<file path="src/ifr_fifo.sv">
// ---------------------------------------------------------------------------
// ifr_fifo
// Small register FIFO with fill level, used between front and back and on
// the result side.
// ---------------------------------------------------------------------------
module ifr_fifo #(
	parameter int WIDTH = 8,
	parameter int DEPTH = 4,
	localparam int AW = (DEPTH > 1) ? $clog2(DEPTH) : 1,
	localparam int LW = $clog2(DEPTH + 1)
) (
	input  logic             clk,
	input  logic             arst_n,
	input  logic             push_valid,
	output logic             push_ready,
	input  logic [WIDTH-1:0] push_data,
	output logic             pop_valid,
	input  logic             pop_ready,
	output logic [WIDTH-1:0] pop_data,
	output logic [LW-1:0]    level
);

	logic [WIDTH-1:0] mem_q [DEPTH];
	logic [AW-1:0]    wr_ptr_q;
	logic [AW-1:0]    rd_ptr_q;
	logic [LW-1:0]    cnt_q;
	logic             do_push;
	logic             do_pop;

	assign push_ready = (cnt_q != LW'(DEPTH));
	assign pop_valid  = (cnt_q != '0);
	assign pop_data   = mem_q[rd_ptr_q];
	assign level      = cnt_q;
	assign do_push    = push_valid && push_ready;
	assign do_pop     = pop_valid && pop_ready;

	always_ff @(posedge clk) begin
		if (do_push) begin
			mem_q[wr_ptr_q] <= push_data;
		end
	end

	always_ff @(posedge clk or negedge arst_n) begin
		if (!arst_n) begin
			wr_ptr_q <= '0;
			rd_ptr_q <= '0;
			cnt_q    <= '0;
		end else begin
			if (do_push) begin
				wr_ptr_q <= (wr_ptr_q == AW'(DEPTH - 1)) ? '0 : wr_ptr_q + AW'(1);
			end
			if (do_pop) begin
				rd_ptr_q <= (rd_ptr_q == AW'(DEPTH - 1)) ? '0 : rd_ptr_q + AW'(1);
			end
			if (do_push && !do_pop) begin
				cnt_q <= cnt_q + LW'(1);
			end else if (do_pop && !do_push) begin
				cnt_q <= cnt_q - LW'(1);
			end
		end
	end

endmodule

</file>
<file path="config.mk">
export PLATFORM = sky130hd
export DESIGN_NAME = ifr_fifo
export DESIGN_NICKNAME = d
export VERILOG_FILES = /design/src/ifr_fifo.sv
export SDC_FILE = /design/constraint.sdc
export NUM_CORES = 1
export LEC_CHECK = 0
export ABC_CLOCK_PERIOD_IN_PS = 2200
export BUFFER_PORTS_ARGS = -buffer_cell sky130_fd_sc_hd__buf_4
export CAP_MARGIN = 20
export CORE_ASPECT_RATIO = 0.7
export CORE_MARGIN = 3
export CORE_UTILIZATION = 45
export CTS_BUF_LIST = sky130_fd_sc_hd__clkbuf_2 sky130_fd_sc_hd__clkbuf_4 sky130_fd_sc_hd__clkbuf_8
export DETAILED_ROUTE_END_ITERATION = 12
export PLACE_DENSITY = 0.68
export SLEW_MARGIN = 25
export SYNTH_ARGS = -nofsm -noshare
export SYNTH_HDL_FRONTEND = slang
export SYNTH_SLANG_ARGS = --single-unit
</file>
<file path="constraint.sdc">
create_clock -name clk -period 2.2 [get_ports clk]
set_clock_uncertainty 0.1 [all_clocks]
set_input_delay 0.44 -clock clk [delete_from_list [all_inputs] [get_ports clk]]
set_output_delay 0.44 -clock clk [all_outputs]
set_load 0.1 [all_outputs]
</file>
==> results of run 1 <==
routing by layer:
layer | global-route usage [%] | routed length, um | part of all wire (%)
met5 | 0 | 0 | 0
met4 | 6.85 | 60 | 2.2
met3 | 5.18 | 148 | 5.3
met2 | 17.8 | 1300 | 47
met1 | 18.9 | 1280 | 46
cell families after synthesis:
logic type,Yosys count,share of synthesized area (%)
xor+xnor,3,1.65
fa+ha+maj,7,5.97
buf+inv,5,1.26
flops,39,71.3
mux,13,15.3
simple gates,11,4.55
placed cells by master, fill, tap and decap left out, types with 2 or more instances in the layout:
cell,count
and3_2,4
buf_4,35
clkbuf_8,5
dfrtp_1,4
dfrtp_4,3
edfxtp_1,32
ha_1,5
inv_1,2
mux2_2,2
mux2_4,3
mux4_2,8
nor2_1,3
xor2_1,2
layout make-up:
type,count,area [sq um],share of cell area (%)
sequential,39,1150,56.1
clock inverter,2,12.5,0.611
inverter,3,11.3,0.550
clock buffer,6,76.3,3.73
tap,47,58.8,2.87
timing repair buffer,36,273,13.3
multi-input combinational,34,468,22.9
repair_timing:
| action | CTS | global route |
|---|---|---|
| hold endpoints to repair | 7 | 0 |
| setup buffers | 0 | 7 |
| gates resized for setup | 0 | 3 |
| pin swaps | 1 | 4 |
| endpoints found under the setup margin | 1 | 2 |
| hold buffers | 1 | 0 |
flip-flops by register name, summed over array words and instances (netlist names):
| name | count |
|---|---|
| level | 3 |
| wr_ptr_q | 2 |
| rd_ptr_q | 2 |
| mem_q | 32 |
final timing paths:
path                               from           to  slack (ns)  cells past startpoint
max in group asynchronous        arst_n     level[0]        1.46                      2
min reg2reg                 wr_ptr_q[1]  wr_ptr_q[1]        0.50                      1
max                            level[1]     level[1]      -0.004                      6
min                        push_data[1]  mem_q[3][1]        0.25                      1
max reg2reg                    level[1]     level[1]      -0.004                      6
min in group asynchronous        arst_n     level[2]        0.40                      2
metrics by stage:
stage | std cells | cell area (sq um) | hold slack (ns) | setup TNS [ns] | setup WS (ns)
floorplan | 78 | 1620 | 0.0444 | -0.594 | -0.313
global placement | 151 | 1880 | 0.157 | 0 | 0.0751
detailed placement | 151 | 1880 | 0.160 | 0 | 0.0107
CTS | 160 | 1980 | 0.244 | 0 | 0.000665
global route | 167 | 2050 | 0.241 | -0.0439 | -0.0355
finish | 167 | 2050 | 0.246 | -0.00370 | -0.00370
==> flow_metrics.tcl, run 1 <==
set metrics [dict create \
    status "finished with violations" \
    violations "negative setup slack" \
    utilization_pct 62.5 \
    drt_iter0_drc 69 \
    synth_most_common_cell "edfxtp_1" \
    die_h_um 55.8 \
    async_flop_share_pct 17.9 \
    wl_per_cell_um 16.7 \
    synth_ff_type "edfxtp_1" \
    synth_fp_nets 97 \
    worstPathCellList "or3b_4 > and2_4 > ha_4 > inv_2 > fa_2 > mux2_4" \
    setup_viol 1 \
    fmax_ghz 0.454 \
    initial_core_util_pct 48.7 \
    htree_levels 2 \
    nets 138 \
    cp-start-kind "register" \
    wl_um 2780 \
    crit_slowest_cell "dfrtp_4" \
    max-slew-margin-rel_pct 70.9 \
    cpPeakStageDelay_ns 0.51 \
    port_buffers 24 \
    ys_seq_area_share_pct 71.3 \
    cts_num_sinks 39 \
    drtPass1Iterations 4 \
    yosysTopAreaCellShare_pct 60.3 \
    crit_family "simple AND/OR/NAND/NOR gates" \
    path_buf_inv 1 \
    fillers 239 \
    netlist_area_sq_um 1590 \
    end_kind "register" \
    antenna_left 0 \
    drc_errors 0 \
    diodes 0 \
    track_usage_pct 13.4 \
    grt-ovfl-total 0 \
    synth_top_area_cell "edfxtp_1" \
    cts_root_buffer "clkbuf_8" \
    num_vias 821 \
    io-pin-count 25 \
    gp_congestion 0.736 \
    vias_per_cell 4.92 \
    hold_viol 0 \
    tritoncts "built" \
    slew_viol_final 0 \
    ys.warnings.count 0 \
    fin_crit_sh_pct 100 \
    synth_edf_count 32 \
    synth_cell_types 18 \
    min_path_type "input port to register" \
    maxCapViolations 0 \
    fp.dieArea_sq_um 4300 \
    critPathMaxFanout 4 \
    antenna_found_initial 0 \
    cts_made_buffers 5 \
    clock_latency_ns 0.29 \
    syn2layout_area_growth_pct 28.4 \
    synth.area.top_cells "edfxtp_1 60%, mux4_2 11%, dfrtp_1 11%" \
    ys_seq_elements 39 \
    final.min_clock_period_ns 2.20 \
    clock_path_buffers 2 \
    syn_inst 78 \
    ys_top_cells_by_count "32 x edfxtp_1, 8 x mux4_2, 7 x dfrtp_1, 6 x ha_1, 4 x and3_2" \
    die-width_um 77.1 \
    num_rows 17 \
    synth_area_per_cell_sq_um 20.4 \
    cp.arrival_ns 2.28 \
    drive_gt1_share_pct 58.3 \
    finalWorstSetupSlack_ns -0.00370 \
    dp_hpwl_um 1820 \
    grt_pass1_vias 786 \
    grt_max_degree 13 \
    worstPathRequired_ns 2.28 \
    grt_pass1_wl_um 4150 \
    worst_slew_pin_slew_ns 0.437 \
    path_clk_slew_ns 0.07 \
    path_class "register to register" \
    core_area_sq_um 3280 \
]
Power of run 1 is left out: the tool's default activity adds up to more than one toggle a clock period on the data nets, which glitch-free logic cannot reach.
==> run 2, diff against run 1 <==
- PLACE_DENSITY: 0.68 -> 0.69
==> run 2 against run 1 <==
  * The flow now finishes without violations
  * Cell count shrank 4.2%
  * Routed wire length is 7.2% lower
  * Hold slack improved by 0.0037 ns
  * Count of clock-buffer cells in the layout stayed put
  * First-iteration DRC count is 12% lower
  * Sequential share of layout area increased by 1.6 points
  * Non-clock buffer count is 7 lower
  * Flip-flop and latch count is the same
  * Worst setup slack improved by 0.061 ns
  * Largest cell class unchanged
  * Fmax grew 2.8%
  * Critical path depth rose by 2
  * Via count down 2.7%
==> flow_metrics.tcl, run 2 (synthesis gave the netlist of run 1 again) <==
set metrics [dict create \
    post_cts_buffers 0 \
    vias_per_cell 4.99 \
    r2r_cells 8 \
    setup_viol 0 \
    cts_num_sinks 39 \
    post-place-ws_ns 0.0232 \
    nets 131 \
    antenna_left 0 \
    end_kind "register" \
    drive_gt1_share_pct 55.8 \
    critPathMaxFanout 3 \
    fin_crit_sh_pct 97.4 \
    utilization_pct 60.9 \
    largest_reg_flops 32 \
    cp-start-kind "register" \
    fmax_ghz 0.467 \
    r2r-end "level[2]" \
    grt_pass1_wl_um 4270 \
    worst_slew_pin_slew_ns 0.455 \
    cts_made_buffers 5 \
    die-width_um 77.1 \
    r2r_start "level[1]" \
    layout_commonest_cell "edfxtp_1" \
    track_usage_pct 13.3 \
    slew_viol_final 0 \
    worstPathRequired_ns 2.31 \
    holdWs_ns 0.249 \
    drt_iter0_drc 61 \
    path_class "register to register" \
    crit_end "level[2]" \
    clock_path_buffers 2 \
    initial_core_util_pct 48.7 \
    final_cell_mix "32 x edfxtp_1, 27 x buf_4, 8 x mux4_2" \
    cts_root_buffer "clkbuf_8" \
    diodes 0 \
    grt_max_degree 13 \
    max-slew-margin-rel_pct 69.6 \
    port_buffers 24 \
    path_clk_slew_ns 0.08 \
    gp_congestion 0.733 \
    wl_per_cell_um 16.1 \
    cp.arrival_ns 2.25 \
    fin_setup_tns_ns 0 \
    hold_start "push_data[4]" \
    r2r_slack_ns 0.06 \
    tritoncts "built" \
    num_vias 799 \
    status "finished clean" \
    maxCapViolations 0 \
    htree_levels 2 \
    hold_viol 0 \
    grt_pass1_vias 836 \
    drc_errors 0 \
    num_rows 17 \
    fp.dieArea_sq_um 4300 \
    antenna_found_initial 0 \
    finalWorstSetupSlack_ns 0.0573 \
    dp_hpwl_um 1870 \
    io-pin-count 25 \
    grt-ovfl-total 0 \
    final.min_clock_period_ns 2.14 \
    holdPathStages 1 \
    min_path_type "input port to register" \
    die_h_um 55.8 \
    clock_latency_ns 0.28 \
    rsz0062_at_grt "true" \
    core_area_sq_um 3280 \
    wl_um 2580 \
    syn2layout_area_growth_pct 25.2 \
    drtPass1Iterations 3 \
    largest-register "mem_q" \
    crit_path_start "level[1]" \
]
run 2: worst min-delay path by stage:
stage | end | slack (ns)
6_report | mem_q[0][4] | 0.25
5_1_grt | mem_q[1][6] | 0.24
4_1_cts | mem_q[0][4] | 0.25
3_5_place_dp | level[2] | 0.16
3_3_place_gp | level[2] | 0.16
2_1_floorplan | rd_ptr_q[0] | 0.04
run 2: metal layers:
metal  track usage [%]  wire [um]
met2              20.7       1260
met1              17.7       1150
met3              5.50        143
met4              3.05         27
met5                 0          0
run 2: cell type report:
class	instances	area, sq um
Fill cell	255	1280
Clock inverter	2	12.5
Sequential cell	39	1150
Timing Repair Buffer	29	224
Clock buffer	6	76.3
Tap cell	47	58.8
Inverter	3	11.3
Multi-Input combinational cell	34	462
run 2: worst max-delay path, stage by stage, from the launching register on:
cell and delay (ns):
dfrtp_4 0.48, or3_4 0.42, nand2_4 0.11, ha_4 0.14
inv_2 0.03, fa_1 0.36, xor2_1 0.15, nor2_1 0.12
xor2_1 0.15
run 2: repair_timing:
item / CTS / global route
gates resized for setup: 2 / 2
endpoints found under the hold margin: 7 / 0
hold buffers: 1 / 0
setup endpoints to repair: 8 / 9
run 2: per-stage QoR:
| step | area, sq um | std cells |
|---|---|---|
| after CTS | 1990 | 160 |
| after global placement | 1880 | 151 |
| after floorplan | 1620 | 78 |
| after detailed placement | 1880 | 151 |
| after global routing | 2000 | 160 |
| final | 2000 | 160 |
Power of run 2 is left out for the same reason.
==> run 3, diff against run 2 <==
==> constraint.sdc (replaced) <==
create_clock -name clk -period 2.2 [get_ports clk]
set_clock_uncertainty 0.1 [all_clocks]
set_input_delay 0.22 -clock clk [delete_from_list [all_inputs] [get_ports clk]]
set_output_delay 0.22 -clock clk [all_outputs]
set_load 0.1 [all_outputs]
==> run 3 against run 2 <==
  * Via count up 1.0%
  * Register-to-register slack about the same
  * Non-clock buffer count did not move
  * Critical path type unchanged
  * Critical endpoint is now level[1]
  * Highest routed layer unchanged
==> flow_metrics.tcl, run 3 (synthesis gave the netlist of run 1 again) <==
set metrics [dict create \
    status "finished clean" \
    r2r_cells 6 \
    antenna_found_initial 0 \
    nets 131 \
    grt_max_degree 12 \
    syn2layout_area_growth_pct 24.6 \
    worstPathRequired_ns 2.28 \
    grt-ovfl-total 0 \
    drc_errors 0 \
    setup_viol 0 \
    grt_pass1_wl_um 4170 \
    wl_um 2630 \
    crit_end "level[1]" \
    io-pin-count 25 \
    critPathMaxFanout 3 \
    largest_reg_flops 32 \
    die-width_um 77.1 \
    wl_per_cell_um 16.4 \
    track_usage_pct 13.5 \
    hold_start "push_data[7]" \
    holdWs_ns 0.0331 \
    r2r_slack_ns 0.05 \
    layout_commonest_cell "edfxtp_1" \
    fp.dieArea_sq_um 4300 \
    die_h_um 55.8 \
    dp_hpwl_um 1850 \
    worstPathCellList "or3b_4 > and2_4 > ha_4 > inv_2 > fa_2 > mux2_2" \
    worst_slew_pin_slew_ns 0.449 \
    initial_core_util_pct 48.7 \
    fmax_ghz 0.464 \
    stdcell_count 160 \
    crit_family "simple AND/OR/NAND/NOR gates" \
    worstSetupPathDepth 6 \
    rsz0062_at_grt "false" \
    path_class "register to register" \
    placedInstanceArea_sq_um 1880 \
    cts_root_buffer "clkbuf_8" \
    gp_congestion 0.720 \
    fin_area_sq_um 1990 \
    path_clk_slew_ns 0.07 \
    cts_made_buffers 5 \
    place_inst 150 \
    drt_iter0_drc 58 \
    num_vias 807 \
    end_kind "register" \
    cp-start-kind "register" \
    htree_levels 2 \
    clock_latency_ns 0.29 \
    final_cell_mix "32 x edfxtp_1, 28 x buf_4, 8 x mux4_2" \
    maxCapViolations 0 \
    min_path_type "input port to register" \
    diodes 0 \
    final.min_clock_period_ns 2.15 \
    antenna_left 0 \
    largest-register "mem_q" \
    drtPass1Iterations 4 \
    cts_num_sinks 39 \
    vias_per_cell 5.04 \
    met2_usage_pct 19.7 \
    port_buffers 24 \
    met3_usage_pct 5.18 \
    gr-usage-met1_pct 18.0 \
    drive_gt1_share_pct 54.9 \
    slew_viol_final 0 \
    max-slew-margin-rel_pct 70.1 \
    core_area_sq_um 3280 \
    path_buf_inv 1 \
    r2r-end "level[1]" \
    fin_crit_sh_pct 97.9 \
    clock_path_buffers 2 \
    cpPeakStageDelay_ns 0.49 \
    hold_viol 0 \
    cp.arrival_ns 2.23 \
    num_rows 17 \
    crit_path_start "level[1]" \
    grt_pass1_vias 820 \
    r2r_start "level[1]" \
    crit_slowest_cell "dfrtp_4" \
    tritoncts "built" \
    grt-busiest-layer "met2" \
]
-- run 3: changes by cell type in the layout (fill, tap and decap cells not counted), sizes merged --
cell | previous run | this run
clkinv | 1 | 2
clkinvlp | 1 | 0
-- run 3: metrics by stage --
step                setup TNS, ns  util, %  worst slack [ns]
floorplan                  -0.594        -            -0.313
global placement                0     57.3            0.0559
detailed placement              0     57.3           0.00909
CTS                             0     60.2            0.0126
global route                    0     60.7           0.00759
finish                          0     60.7            0.0451
-- run 3: what timing repair did --
action                                  4_1_cts  5_1_grt
endpoints found under the setup margin        2        1
setup buffers                                 0        1
hold buffers                                  1        0
hold endpoints to repair                      7        0
cloned                                        0        0
resized for setup                             1        2
pin swaps                                     0        4
-- run 3: final cells by class --
type | instances | area (sq um)
fill | 267 | 1290
sequential | 39 | 1150
multi-input combinational | 34 | 464
timing repair buffer | 29 | 220
clock buffer | 6 | 76.3
tap | 47 | 58.8
inverter | 3 | 11.3
clock inverter | 2 | 7.51
-- run 3: layer usage --
metal / vias to the layer above / wire [um]
met5: - / 0
met4: 0 / 49
met3: 7 / 108
met2: 19 / 1200
met1: 411 / 1260
li1: 370 / -
-- run 3: worst min-delay path by stage --
stage	endpoint	slack, ns	depth (start not counted)
after floorplan	rd_ptr_q[0]	-0.18	0
after global placement	level[2]	-0.06	1
after detailed placement	level[0]	-0.06	1
after CTS	mem_q[2][3]	0.02	1
after global routing	mem_q[1][7]	0.03	1
final	mem_q[3][7]	0.03	1
-- run 3: worst register-to-register path: stages (launching register included) --
cell and delay, ns:
dfrtp_4 0.49, or3b_4 0.41, and2_4 0.17, ha_4 0.16, inv_2 0.05, fa_2 0.41
mux2_2 0.26
Power of run 3 is left out for the same reason.
