<file path="src/ifr_pkg.sv">
// ---------------------------------------------------------------------------
// ifr_pkg
// Shared types and constants of the image frame reassembler.
// ---------------------------------------------------------------------------
package ifr_pkg;

	localparam int BYTE_W  = 8;
	localparam int ADDR_W  = 14;
	localparam int POS_W   = 7;
	localparam int TIMER_W = 16;
	localparam int CFG_W   = 16;

	localparam logic [BYTE_W-1:0] KIND_DATA = 8'hB1;
	localparam logic [BYTE_W-1:0] KIND_DONE = 8'hB2;

	localparam logic [CFG_W-1:0] IDLE_RST  = 16'd25000;
	localparam logic [CFG_W-1:0] HARD_RST  = 16'd60000;
	localparam logic [CFG_W-1:0] GRACE_RST = 16'd3000;

	typedef enum logic [1:0] {
		FUNC_START = 2'd0,
		FUNC_BYTE  = 2'd1,
		FUNC_TICK  = 2'd2,
		FUNC_READ  = 2'd3
	} func_t;

	typedef enum logic [1:0] {
		EV_FRAME   = 2'd0,
		EV_SUCCESS = 2'd1,
		EV_FAIL    = 2'd2,
		EV_READ    = 2'd3
	} ev_t;

	typedef enum logic [1:0] {
		CFG_IDLE  = 2'd0,
		CFG_HARD  = 2'd1,
		CFG_GRACE = 2'd2
	} cfg_idx_t;

	// classified item, front to back
	typedef struct packed {
		func_t             func;
		logic              tot_ok;   // start count within 1..MAX_FRAMES
		logic [BYTE_W-1:0] data;     // announced total or frame byte
		logic              last;
		logic [ADDR_W-1:0] addr;
		logic              addr_ok;  // read address inside the store
	} item_t;

	typedef struct packed {
		ev_t               ev;
		logic [BYTE_W-1:0] frames_got;
		logic [BYTE_W-1:0] frames_total;
		logic [ADDR_W-1:0] image_len;
		logic [BYTE_W-1:0] read_data;
	} res_t;

endpackage

</file>
<file path="src/ifr_front.sv">
// ---------------------------------------------------------------------------
// ifr_front
// Input stage: takes items from the stream, decodes the function and the
// range checks, and hands classified items to the queue.
// ---------------------------------------------------------------------------
module ifr_front #(
	parameter int MAX_FRAMES = 200,
	parameter int MAX_BYTES  = 11400
) (
	input  logic                          clk,
	input  logic                          arst_n,
	input  logic                          in_valid,
	output logic                          in_ready,
	input  logic [1:0]                    in_func,
	input  logic [ifr_pkg::BYTE_W-1:0]    in_total,
	input  logic [ifr_pkg::BYTE_W-1:0]    in_byte,
	input  logic                          in_last,
	input  logic [ifr_pkg::ADDR_W-1:0]    in_addr,
	output ifr_pkg::item_t                item,
	output logic                          item_valid,
	input  logic                          item_ready
);
	import ifr_pkg::*;

	item_t cls;
	item_t item_s1;
	logic  v_s1;

	always_comb begin
		cls.func    = func_t'(in_func);
		cls.tot_ok  = (in_total != '0) && (in_total <= BYTE_W'(MAX_FRAMES));
		cls.data    = (func_t'(in_func) == FUNC_START) ? in_total : in_byte;
		cls.last    = in_last;
		cls.addr    = in_addr;
		cls.addr_ok = (in_addr < ADDR_W'(MAX_BYTES));
	end

	assign in_ready   = !v_s1 || item_ready;
	assign item_valid = v_s1;
	assign item       = item_s1;

	always_ff @(posedge clk or negedge arst_n) begin
		if (!arst_n) begin
			v_s1 <= 1'b0;
		end else if (in_ready) begin
			v_s1 <= in_valid;
		end
	end

	always_ff @(posedge clk) begin
		if (in_valid && in_ready) begin
			item_s1 <= cls;
		end
	end

endmodule

</file>
<file path="config.mk">
export PLATFORM = sky130hd
export DESIGN_NAME = ifr_front
export DESIGN_NICKNAME = d
export VERILOG_FILES = /design/src/ifr_pkg.sv /design/src/ifr_front.sv
export SDC_FILE = /design/constraint.sdc
export NUM_CORES = 1
export LEC_CHECK = 0
export ABC_AREA = 1
export ABC_CLOCK_PERIOD_IN_PS = 3300
export BUFFER_PORTS_ARGS = -buffer_cell sky130_fd_sc_hd__buf_4
export CAP_MARGIN = 40
export CORE_MARGIN = 2
export CORE_UTILIZATION = 30
export CTS_CLUSTER_DIAMETER = 200
export DETAILED_ROUTE_END_ITERATION = 8
export SKIP_CTS_REPAIR_TIMING = 1
export SLEW_MARGIN = 0
export SYNTH_ARGS = -nofsm -noshare
export SYNTH_HDL_FRONTEND = slang
export SYNTH_SLANG_ARGS = --single-unit
</file>
<file path="constraint.sdc">
create_clock -name clk -period 3.3 [get_ports clk]
set_clock_uncertainty 0.2 [all_clocks]
set_input_delay 0.495 -clock clk [delete_from_list [all_inputs] [get_ports clk]]
set_output_delay 0.495 -clock clk [all_outputs]
set_load 0.01 [all_outputs]
</file>
==> results of run 1 <==
flip-flops by register name, indices dropped and copies added, names as in the netlist:
| register | flops |
|---|---|
| item | 27 |
| item_valid | 1 |
cell usage in the layout (no fill, tap or decap), drive strengths merged:
cell type and count:
inv 12, dlygate4sd3 1, nand3 2, buf 66
a21oi 9, o21ai 2, dfrtp 1, nor2 17
nand2 21, nor3 1, edfxtp 27, clkbuf 4
through the flow:
step,utilization [%],instance area [sq um]
after floorplan,-,1129
after global placement,46.04,1673
after detailed placement,46.04,1673
after CTS,47.56,1728
after global routing,47.83,1738
final,47.83,1738
worst max-delay path, stage by stage:
cell and delay, ns:
buf_4 0.11, inv_1 0.08, nand2_1 0.08, buf_4 0.15
cells by family after synthesis:
| group | Yosys count |
|---|---|
| flops | 28 |
| compound gates | 11 |
| buf+inv | 13 |
| simple gates | 41 |
final cells by class:
type | count | area share, %
Inverter | 12 | 2.592
Tap cell | 48 | 3.456
Multi-Input combinational cell | 52 | 13.61
Timing Repair Buffer | 67 | 29.09
Clock buffer | 4 | 3.168
Sequential cell | 28 | 48.09
power groups by stage:
stage	Combinational, uW	Sequential, uW	Clock (uW)
final	115	421	197
after global routing	125	422	224
after CTS	116	421	205
after detailed placement	115	429	0
after global placement	114	428	0
after floorplan	30.3	440	0
routing by layer:
layer | routed length, microns | track usage, % | up-vias
met5 | 0 | 0 | -
met4 | 27 | 6.250 | 0
met3 | 222 | 2.055 | 2
met2 | 1249 | 20.28 | 40
met1 | 875 | 10.99 | 375
li1 | - | - | 447
worst max path at each step:
stage | to | depth (start not counted) | from | slack (ns)
after floorplan | item[0] | 2 | in_valid | 0.80
after global placement | item[10] | 4 | item_ready | 1.72
after detailed placement | in_ready | 4 | item_ready | 1.68
after CTS | in_ready | 2 | item_valid | 1.68
after global routing | in_ready | 2 | item_valid | 1.62
final | in_ready | 4 | item_ready | 1.69
==> impl_results.md, run 1 <==
- Post-Synth XOR/XNOR Area: 0%
- Share of the clock period used by the worst path: 48.64%
- RSZ-0062 raised after global routing: no
- Drt initial violations: 41
- Multiplexer share of the synthesized area: 0%
- Power Total: 732.0 uW
- Post-Syn Area per Cell: 12.14 sq um
- Leakage: 0.0007751 uW
- Clock latency at the later pin of the worst-skew pair: 0.26 ns
- Sink count of the clock tree: 28
- Combinational fraction of design power: 15.6%
- Setup WS pre-CTS: 1.684 ns
- Post-layout nets: 201
- Number of antenna violations at the first check in global routing: 0
- Fraction of layout instances using a drive strength above 1: 46.63%
- Startpoint of the worst register-to-register path: item_valid
- Max Cap Viol: 0
- Fraction of the mapped netlist area in compound gates: 5.543%
- Proportion of power drawn by the clock network: 26.9%
- R2r setup slk: 1.90 ns
- Input/output buffers: 65
- Hold Vio Cnt, Final: 0
- Type of the worst setup path: in -> out
- Share of the synthesized area in the top cell type: 71.84%
- Die W: 65.34 microns
- Flip-flop and latch count after synthesis: 28
- Number of cells on the worst reg-to-reg path: 2
- Min Clock Period, post-route: 1.605 ns
- Endpoint of the most critical register-to-register path: item[21]
- DRC violation count after routing: 0
- Commonest cells in the netlist: edfxtp_1, nand2_1, nor2_1, inv_1, a21oi_1
- Setup slack of the critical path after layout: 1.695 ns
- Sequential Power Share: 57.5%
- Detailed Routing Iterations Pass 1: 4
- Least-Margin Pin Slew: 0.3447 ns
- Final Instance Count excl. Fillers: 211
- Maximum level of the CTS H-tree: 1
- First-pass GRT wire length: 3.463 mm
- Most instantiated library cell after synthesis: edfxtp_1
- Antenna diodes: 0
- Data arrival time of the worst path: 0.91 ns
- Max-slew violations: 0
- Buffer depth of the longest clock path: 2
- Count of unique library cells instantiated by Yosys: 13
- Largest family of logic cells by synthesized area: simple AND/OR/NAND/NOR gates
- Core area: 3633 sq um
- Final WL: 2.376 mm
- Post-synthesis share of cell area spent on and, or, nand and nor gates: 15.08%
- Flip-flop and latch area: 835.8 sq um
- Endpoint required time on the critical path: 2.60 ns
- Total global routing track utilization: 10.79%
- Dominant cells by area after synthesis: edfxtp_1, nand2_1, nor2_1, inv_1, a21oi_1
- Die outline height: 65.34 microns
- Fill cell count: 346
- Type of the most critical hold path: in -> reg
- Portion of the post-synthesis area used by sequential elements: 74.06%
- Net switching share of the total power: 20.39%
- Total Negative Setup Slacks: 0 ns
- Hold worst-path end: item[1]
- I/O Pins: 66
- Crit path launch type: input pin
- HPWL Detailed: 1.956 mm
- Number of standard cells after synthesis: 93
- Clock Pin Slew Worst Setup and Hold Paths: 0.08 ns
- Switching component of the power: 149.2 uW
- Min-Delay Startpoint: in_addr[0]
- GRT overflow: 0
- Starting density of the core: 31.06%
- Share of synthesized registers carrying an async set or reset: 3.571%
- Total vias in the final route: 864
- Worst slew margin: 76.96%
- Result of the run: complete, no violations
- Vias in the first global route: 810
- Max Fanout on Critical Path: 2
- Leading area contributor after synthesis: edfxtp_1
- Max VDD drop: 146.6 uV
- Cell-internal power: 582.8 uW
- Critical path endpoint category: primary output
- Count of flip-flops with a built-in enable after synthesis: 27
- Floorplan die area: 4269 sq um
- Post-synthesis adder-cell area fraction: 0%
- Clock buffers created by TritonCTS: 3
- Worst hold margin: 0.2069 ns
- Number of nets in the synthesized netlist: 130
- Most instantiated flip-flop cell in the synthesis netlist: edfxtp_1
- Buffer type at the clock tree root: clkbuf_8
- Total power density per cell area: 421.2 nW/um^2
- Number of nets with antenna violations after routing: 0
- Multi-input gate area: 236.5 sq um
- Total placed cells including tap cells: 206
- TritonCTS clock tree: done
- Pin count of the biggest net entering global routing: 28
- Final setup violation count: 0
- Routed length per placed instance: 11.26 microns
- Post-synthesis cell area: 1129 sq um
- Via-per-instance ratio: 4.095
- Number of warnings issued by yosys: 0
- Fmax: 623.0 MHz
- Layout overhead on the synthesized area: 53.99%
- Hold Path Depth: 1
- GPL Wtd Cong: 0.7644
- Total number of placement rows: 22
Note: power is estimated with default switching activity, not from simulation.
==> inputs of run 2 (changes only) <==
--- a/config.mk
+++ b/config.mk
@@ -5,8 +5,8 @@
 export SDC_FILE = /design/constraint.sdc
 export NUM_CORES = 1
 export LEC_CHECK = 0
-export ABC_AREA = 1
-export ABC_CLOCK_PERIOD_IN_PS = 3300
+export ABC_AREA = 0
+export ABC_CLOCK_PERIOD_IN_PS = 1400
 export BUFFER_PORTS_ARGS = -buffer_cell sky130_fd_sc_hd__buf_4
 export CAP_MARGIN = 40
 export CORE_MARGIN = 2
==> constraint.sdc (replaced) <==
create_clock -name clk -period 1.4 [get_ports clk]
set_clock_uncertainty 0.2 [all_clocks]
set_input_delay 0.21 -clock clk [delete_from_list [all_inputs] [get_ports clk]]
set_output_delay 0.21 -clock clk [all_outputs]
set_load 0.01 [all_outputs]
==> impl_results.md, run 2 <==
- Final Instance Count excl. Fillers: 202 (-4.3%)
- Dominant cells by area after synthesis: edfxtp_1, mux2_2, dfrtp_1, nand2b_1, nor4_2
- Post-layout nets: 194 (-3.5%)
- Worst slew margin: 82.81% (+5.8 points)
- Type of the worst setup path: reg -> out
- Number of standard cells after synthesis: 52 (-44%)
- Max VDD drop: 326.7 uV (+120%)
- Clock buffers created by TritonCTS: 3 (unchanged)
- Share of the synthesized area in the top cell type: 78.36% (+6.5 points)
- Total power density per cell area: 835.4 nW/um^2 (+98%)
- Hold Vio Cnt, Final: 1 (+1)
- Power Total: 1654 uW (+130%)
- Most instantiated library cell after synthesis: edfxtp_1
- Vias in the first global route: 722 (-11%)
- Commonest cells in the netlist: edfxtp_1, mux2_2
- Most instantiated flip-flop cell in the synthesis netlist: edfxtp_1
- Number of antenna violations at the first check in global routing: 0 (unchanged)
- Layout overhead on the synthesized area: 91.29%
- Die outline height: 62.73 microns (-4.0%)
- Post-synthesis cell area: 1035 sq um (-8.3%)
- Die W: 62.73 microns (-4.0%)
- Commonest non-fill, non-tap cell in the layout: buf_4
- Via-per-instance ratio: 4.119 (+0.59%)
- Min-Delay Startpoint: item_ready
- Count of unique library cells instantiated by Yosys: 15 (+2)
- Endpoint required time on the critical path: 0.99 ns (-1.61 ns)
- Final setup violation count: 0 (unchanged)
- Routed length per placed instance: 11.87 microns (+5.4%)
- RSZ-0062 raised after global routing: yes
- Count of flip-flops with a built-in enable after synthesis: 27 (unchanged)
- Startpoint of the worst register-to-register path: item_valid
- Number of cells on the worst reg-to-reg path: 3 (+1)
- Drt initial violations: 27 (-34%)
- Max-slew violations: 0 (unchanged)
- Buffer type at the clock tree root: clkbuf_4
- GRT overflow: 0 (unchanged)
- Min Clock Period, post-route: 1.374 ns
- Number of nets in the synthesized netlist: 89 (-32%)
- I/O Pins: 66 (unchanged)
- Total number of placement rows: 21 (-4.5%)
- Portion of the post-synthesis area used by sequential elements: 80.77% (+6.7 points)
- Detailed Routing Iterations Pass 1: 4 (unchanged)
- Share of the clock period used by the worst path: 98.16%
- Pin count of the biggest net entering global routing: 17 (-39%)
- Max Cap Viol: 0 (unchanged)
- Data arrival time of the worst path: 0.96 ns (+0.05 ns)
- Crit path launch type: flip-flop
- Fmax: 727.7 MHz
- Result of the run: finished with violations
- GPL Wtd Cong: 0.6825 (-11%)
- Worst hold margin: -0.004678 ns (-0.2116 ns)
- Antenna diodes: 0 (unchanged)
- Fraction of layout instances using a drive strength above 1: 52.56% (+5.9 points)
- Total placed cells including tap cells: 165 (-20%)
- Input/output buffers: 65 (unchanged)
- DRC violation count after routing: 0 (unchanged)
- Leakage: 0.0008203 uW (+5.8%)
- Total vias in the final route: 832 (-3.7%)
- Core area: 3337 sq um (-8.2%)
- Starting density of the core: 31.01% (-0.052 points)
- Crit path launch: item_valid
- Clock Pin Slew Worst Setup and Hold Paths: 0.13 ns (+0.05 ns)
- Share of synthesized registers carrying an async set or reset: 3.571% (unchanged)
- Maximum level of the CTS H-tree: 1 (unchanged)
- Least-Margin Pin Slew: 0.2559 ns (-0.08887 ns)
- Top library cells by usage in the layout, fill and taps aside: buf_4, dlygate4sd3_1, edfxtp_1, mux2_2, clkbuf_4
- TritonCTS clock tree: done
- Final WL: 2.397 mm (+0.88%)
- First-pass GRT wire length: 3.298 mm (-4.8%)
- Max Fanout on Critical Path: 3 (+1)
- Critical path endpoint category: primary output
- Flip-flop and latch count after synthesis: 28 (unchanged)
- Number of nets with antenna violations after routing: 0 (unchanged)
- Sink count of the clock tree: 28 (unchanged)
- Total global routing track utilization: 11.00% (+0.21 points)
- Max reg flops: 27 (unchanged)
- Clock latency at the later pin of the worst-skew pair: 0.31 ns (+0.05 ns)
- Floorplan die area: 3935 sq um (-7.8%)
- Number of warnings issued by yosys: 0 (unchanged)
- Type of the most critical hold path: in -> reg
- Buffer depth of the longest clock path: 2 (unchanged)
- Post-Syn Area per Cell: 19.90 sq um (+64%)
- Hold Path Depth: 3 (+2)
- Leading area contributor after synthesis: edfxtp_1
- Failing checks: hold timing
## run 2: changes by cell type after synthesis, sizes merged, moves of 2 or more
| cell | delta |
|---|---|
| nand2b | +2 |
| o21ai | -2 |
| inv | -12 |
| mux2 | +8 |
| nor2 | -14 |
| a21oi | -9 |
| nand2 | -20 |
## run 2: cell families after synthesis
group	synth area share, %
AOI/OAI and AO/OA	3.386
DFF	80.77
muxes	8.707
and+or+nand+nor	7.134
## run 2: stage by stage
| stage | setup WS, ns | util, % | cell area (sq um) | setup TNS [ns] |
|---|---|---|---|---|
| after floorplan | -0.02308 | - | 1037 | -0.6233 |
| after global routing | -0.03175 | 59.32 | 1979 | -0.04125 |
| after global placement | 0.02469 | 48.63 | 1623 | 0 |
| after detailed placement | -0.005266 | 48.63 | 1623 | -0.005266 |
| after CTS | 0.009550 | 49.42 | 1649 | 0 |
| final | 0.02575 | 59.32 | 1979 | 0 |
## run 2: report_power, final
group	switching (uW)	internal, uW
logic	119	222
registers	13.5	977
clock network	211	111
## run 2: worst paths after layout
check / end / slack [ns]
setup / recovery: in_ready / 0.03
setup reg to reg: item[8] / 0.07
min in group asynchronous: item_valid / 0.52
max in group asynchronous: item_valid / 0.38
hold / removal: item_valid / -0.005
hold reg to reg: item_valid / 0.37
## run 2: area by class of cell
class                           instances  area, sq um
Tap cell                               46        57.56
Multi-Input combinational cell         24        201.4
Sequential cell                        28        835.8
Timing Repair Buffer                  100        858.3
Clock buffer                            4        26.28
Fill cell                             262         1358
## run 2: layer usage
layer | track usage, % | wire [microns] | share of wire (%) | vias to the layer above
met3 | 4.144 | 209 | 8.7 | 2
met5 | 0 | 0 | 0 | -
met1 | 12.69 | 888 | 37 | 372
li1 | - | - | - | 416
met4 | 5.000 | 19 | 0.79 | 0
met2 | 18.15 | 1280 | 53 | 42
## run 2: critical path, stage by stage, from the launching register on
cell,delay [ns]
dfrtp_1,0.41
nand2b_1,0.12
buf_4,0.13
==> inputs of run 3 (changes only) <==
--- a/config.mk
+++ b/config.mk
@@ -6,7 +6,7 @@
 export NUM_CORES = 1
 export LEC_CHECK = 0
 export ABC_AREA = 0
-export ABC_CLOCK_PERIOD_IN_PS = 1400
+export ABC_CLOCK_PERIOD_IN_PS = 1500
 export BUFFER_PORTS_ARGS = -buffer_cell sky130_fd_sc_hd__buf_4
 export CAP_MARGIN = 40
 export CORE_MARGIN = 2
==> constraint.sdc (replaced) <==
create_clock -name clk -period 1.5 [get_ports clk]
set_clock_uncertainty 0.2 [all_clocks]
set_input_delay 0.225 -clock clk [delete_from_list [all_inputs] [get_ports clk]]
set_output_delay 0.225 -clock clk [all_outputs]
set_load 0.01 [all_outputs]
==> impl_results.md, run 3 (synthesized netlist as in run 2, its figures left out) <==
- Max reg flops: 27 (unchanged)
- RSZ-0062 raised after global routing: yes
- Total power density per cell area: 819.4 nW/um^2 (-1.9%)
- Sink count of the clock tree: 28 (unchanged)
- Die outline height: 62.73 microns (unchanged)
- TritonCTS clock tree: done
- Core area: 3337 sq um (unchanged)
- Layout overhead on the synthesized area: 86.22%
- Setup slack of the critical path after layout: 0.05447 ns (+0.02873 ns)
- Post-layout nets: 190 (-2.1%)
- Maximum level of the CTS H-tree: 1 (unchanged)
- DRC violation count after routing: 0 (unchanged)
- GPL Wtd Cong: 0.6664 (-2.4%)
- Clock buffers created by TritonCTS: 3 (unchanged)
- Number of cells on the worst reg-to-reg path: 2 (-1)
- Critical path endpoint category: primary output
- Result of the run: complete, no violations
- Number of nets with antenna violations after routing: 0 (unchanged)
- GRT overflow: 0 (unchanged)
- Final setup violation count: 0 (unchanged)
- Worst slew margin: 80.09% (-2.7 points)
- Fraction of layout instances using a drive strength above 1: 53.95% (+1.4 points)
- Total number of placement rows: 21 (unchanged)
- Type of the most critical hold path: in -> reg
- Crit path launch type: flip-flop
- Vias in the first global route: 740 (+2.5%)
- Worst hold margin: 0.01184 ns (+0.01652 ns)
- Die W: 62.73 microns (unchanged)
- Clock latency at the later pin of the worst-skew pair: 0.31 ns (about the same)
- Least-Margin Pin Slew: 0.2987 ns (+0.04287 ns)
- Hold Path Depth: 2 (-1)
- Pin count of the biggest net entering global routing: 28 (+11)
- Buffer depth of the longest clock path: 2 (unchanged)
- Max Fanout on Critical Path: 4 (+1)
- Antenna diodes: 0 (unchanged)
- Top library cells by usage in the layout, fill and taps aside: buf_4, dlygate4sd3_1, edfxtp_1, mux2_2, clkbuf_4
- Data arrival time of the worst path: 1.02 ns (+0.06 ns)
- Total vias in the final route: 846 (+1.7%)
- Via-per-instance ratio: 4.273 (+3.7%)
- Final WL: 2.565 mm (+7.0%)
- Max Cap Viol: 0 (unchanged)
- Fill cell count: 273 (+4.2%)
- Floorplan die area: 3935 sq um (unchanged)
- Setup WS pre-CTS: 0.07557 ns (+0.08084 ns)
- Detailed Routing Iterations Pass 1: 4 (unchanged)
- Number of antenna violations at the first check in global routing: 0 (unchanged)
- Drt initial violations: 20 (-26%)
- Buffer type at the clock tree root: clkbuf_4
- Max VDD drop: 246.7 uV (-24%)
- Max-slew violations: 0 (unchanged)
- Fmax: 691.8 MHz
- Type of the worst setup path: reg -> out
- Power Total: 1579 uW (-4.5%)
- Total global routing track utilization: 11.24% (+0.24 points)
- Share of the clock period used by the worst path: 96.37%
- Starting density of the core: 31.01% (unchanged)
- Clock Pin Slew Worst Setup and Hold Paths: 0.14 ns (about the same)
- Commonest non-fill, non-tap cell in the layout: buf_4
- Min Clock Period, post-route: 1.446 ns
- Input/output buffers: 65 (unchanged)
- Leakage: 0.0007991 uW (-2.6%)
- First-pass GRT wire length: 3.360 mm (+1.9%)
- Routed length per placed instance: 12.95 microns (+9.2%)
- Endpoint required time on the critical path: 1.07 ns (+0.08 ns)
- I/O Pins: 66 (unchanged)
- Hold Vio Cnt, Final: 0 (-1)
run 3: changes by cell type in the layout (fill, tap and decap cells not counted), sizes merged:
cell         previous run  this run
dlygate4sd3            33        30
buf                    67        65
and2                    1         2
run 3: worst max-delay path: stages, from the launching register on:
cell      delay, ns
dfrtp_1        0.40
nand2b_1       0.15
buf_4          0.15
run 3: stage by stage:
step,util (%),cells,TNS [ns],area [sq um]
2_1_floorplan,-,52,0,1037
3_3_place_gp,47.43,163,0,1583
3_5_place_dp,47.43,163,0,1583
4_1_cts,48.52,167,0,1619
5_1_grt,57.74,198,-0.3146,1927
6_report,57.74,198,0,1927
run 3: cell type report:
| type | count | area (sq um) | area share (%) |
|---|---|---|---|
| sequential | 28 | 835.8 | 43.38 |
| tap | 46 | 57.56 | 2.987 |
| clock buffer | 4 | 36.28 | 1.883 |
| multi-input combinational | 25 | 209.0 | 10.84 |
| timing repair buffer | 95 | 788.3 | 40.91 |
run 3: where the power goes:
| part | switching (uW) | internal [uW] | total [uW] | leakage [uW] |
|---|---|---|---|---|
| clock | 205 | 148 | 353 | 0.0000210 |
| combinational | 112 | 190 | 302 | 0.000511 |
| sequential | 12.2 | 912 | 924 | 0.000267 |
| total | 329 | 1250 | 1580 | 0.000799 |
run 3: metal layers:
layer  track usage, %  wire (microns)  share of wire [%]
met1            13.29            1026                 40
met2            17.88            1298                 51
met3            4.685             220                8.6
met4            5.000              19               0.74
met5                0               0                  0
run 3: path summary, 6_finish.rpt:
path | end | slack (ns) | startpoint
min in group asynchronous | item_valid | 0.53 | arst_n
worst min-delay path | item[23] | 0.01 | in_byte[7]
worst max-delay path | in_ready | 0.05 | item_valid
worst max register to register | item[7] | 0.08 | item_valid
worst min register to register | item_valid | 0.41 | item_valid
max in group asynchronous | item_valid | 0.47 | arst_n
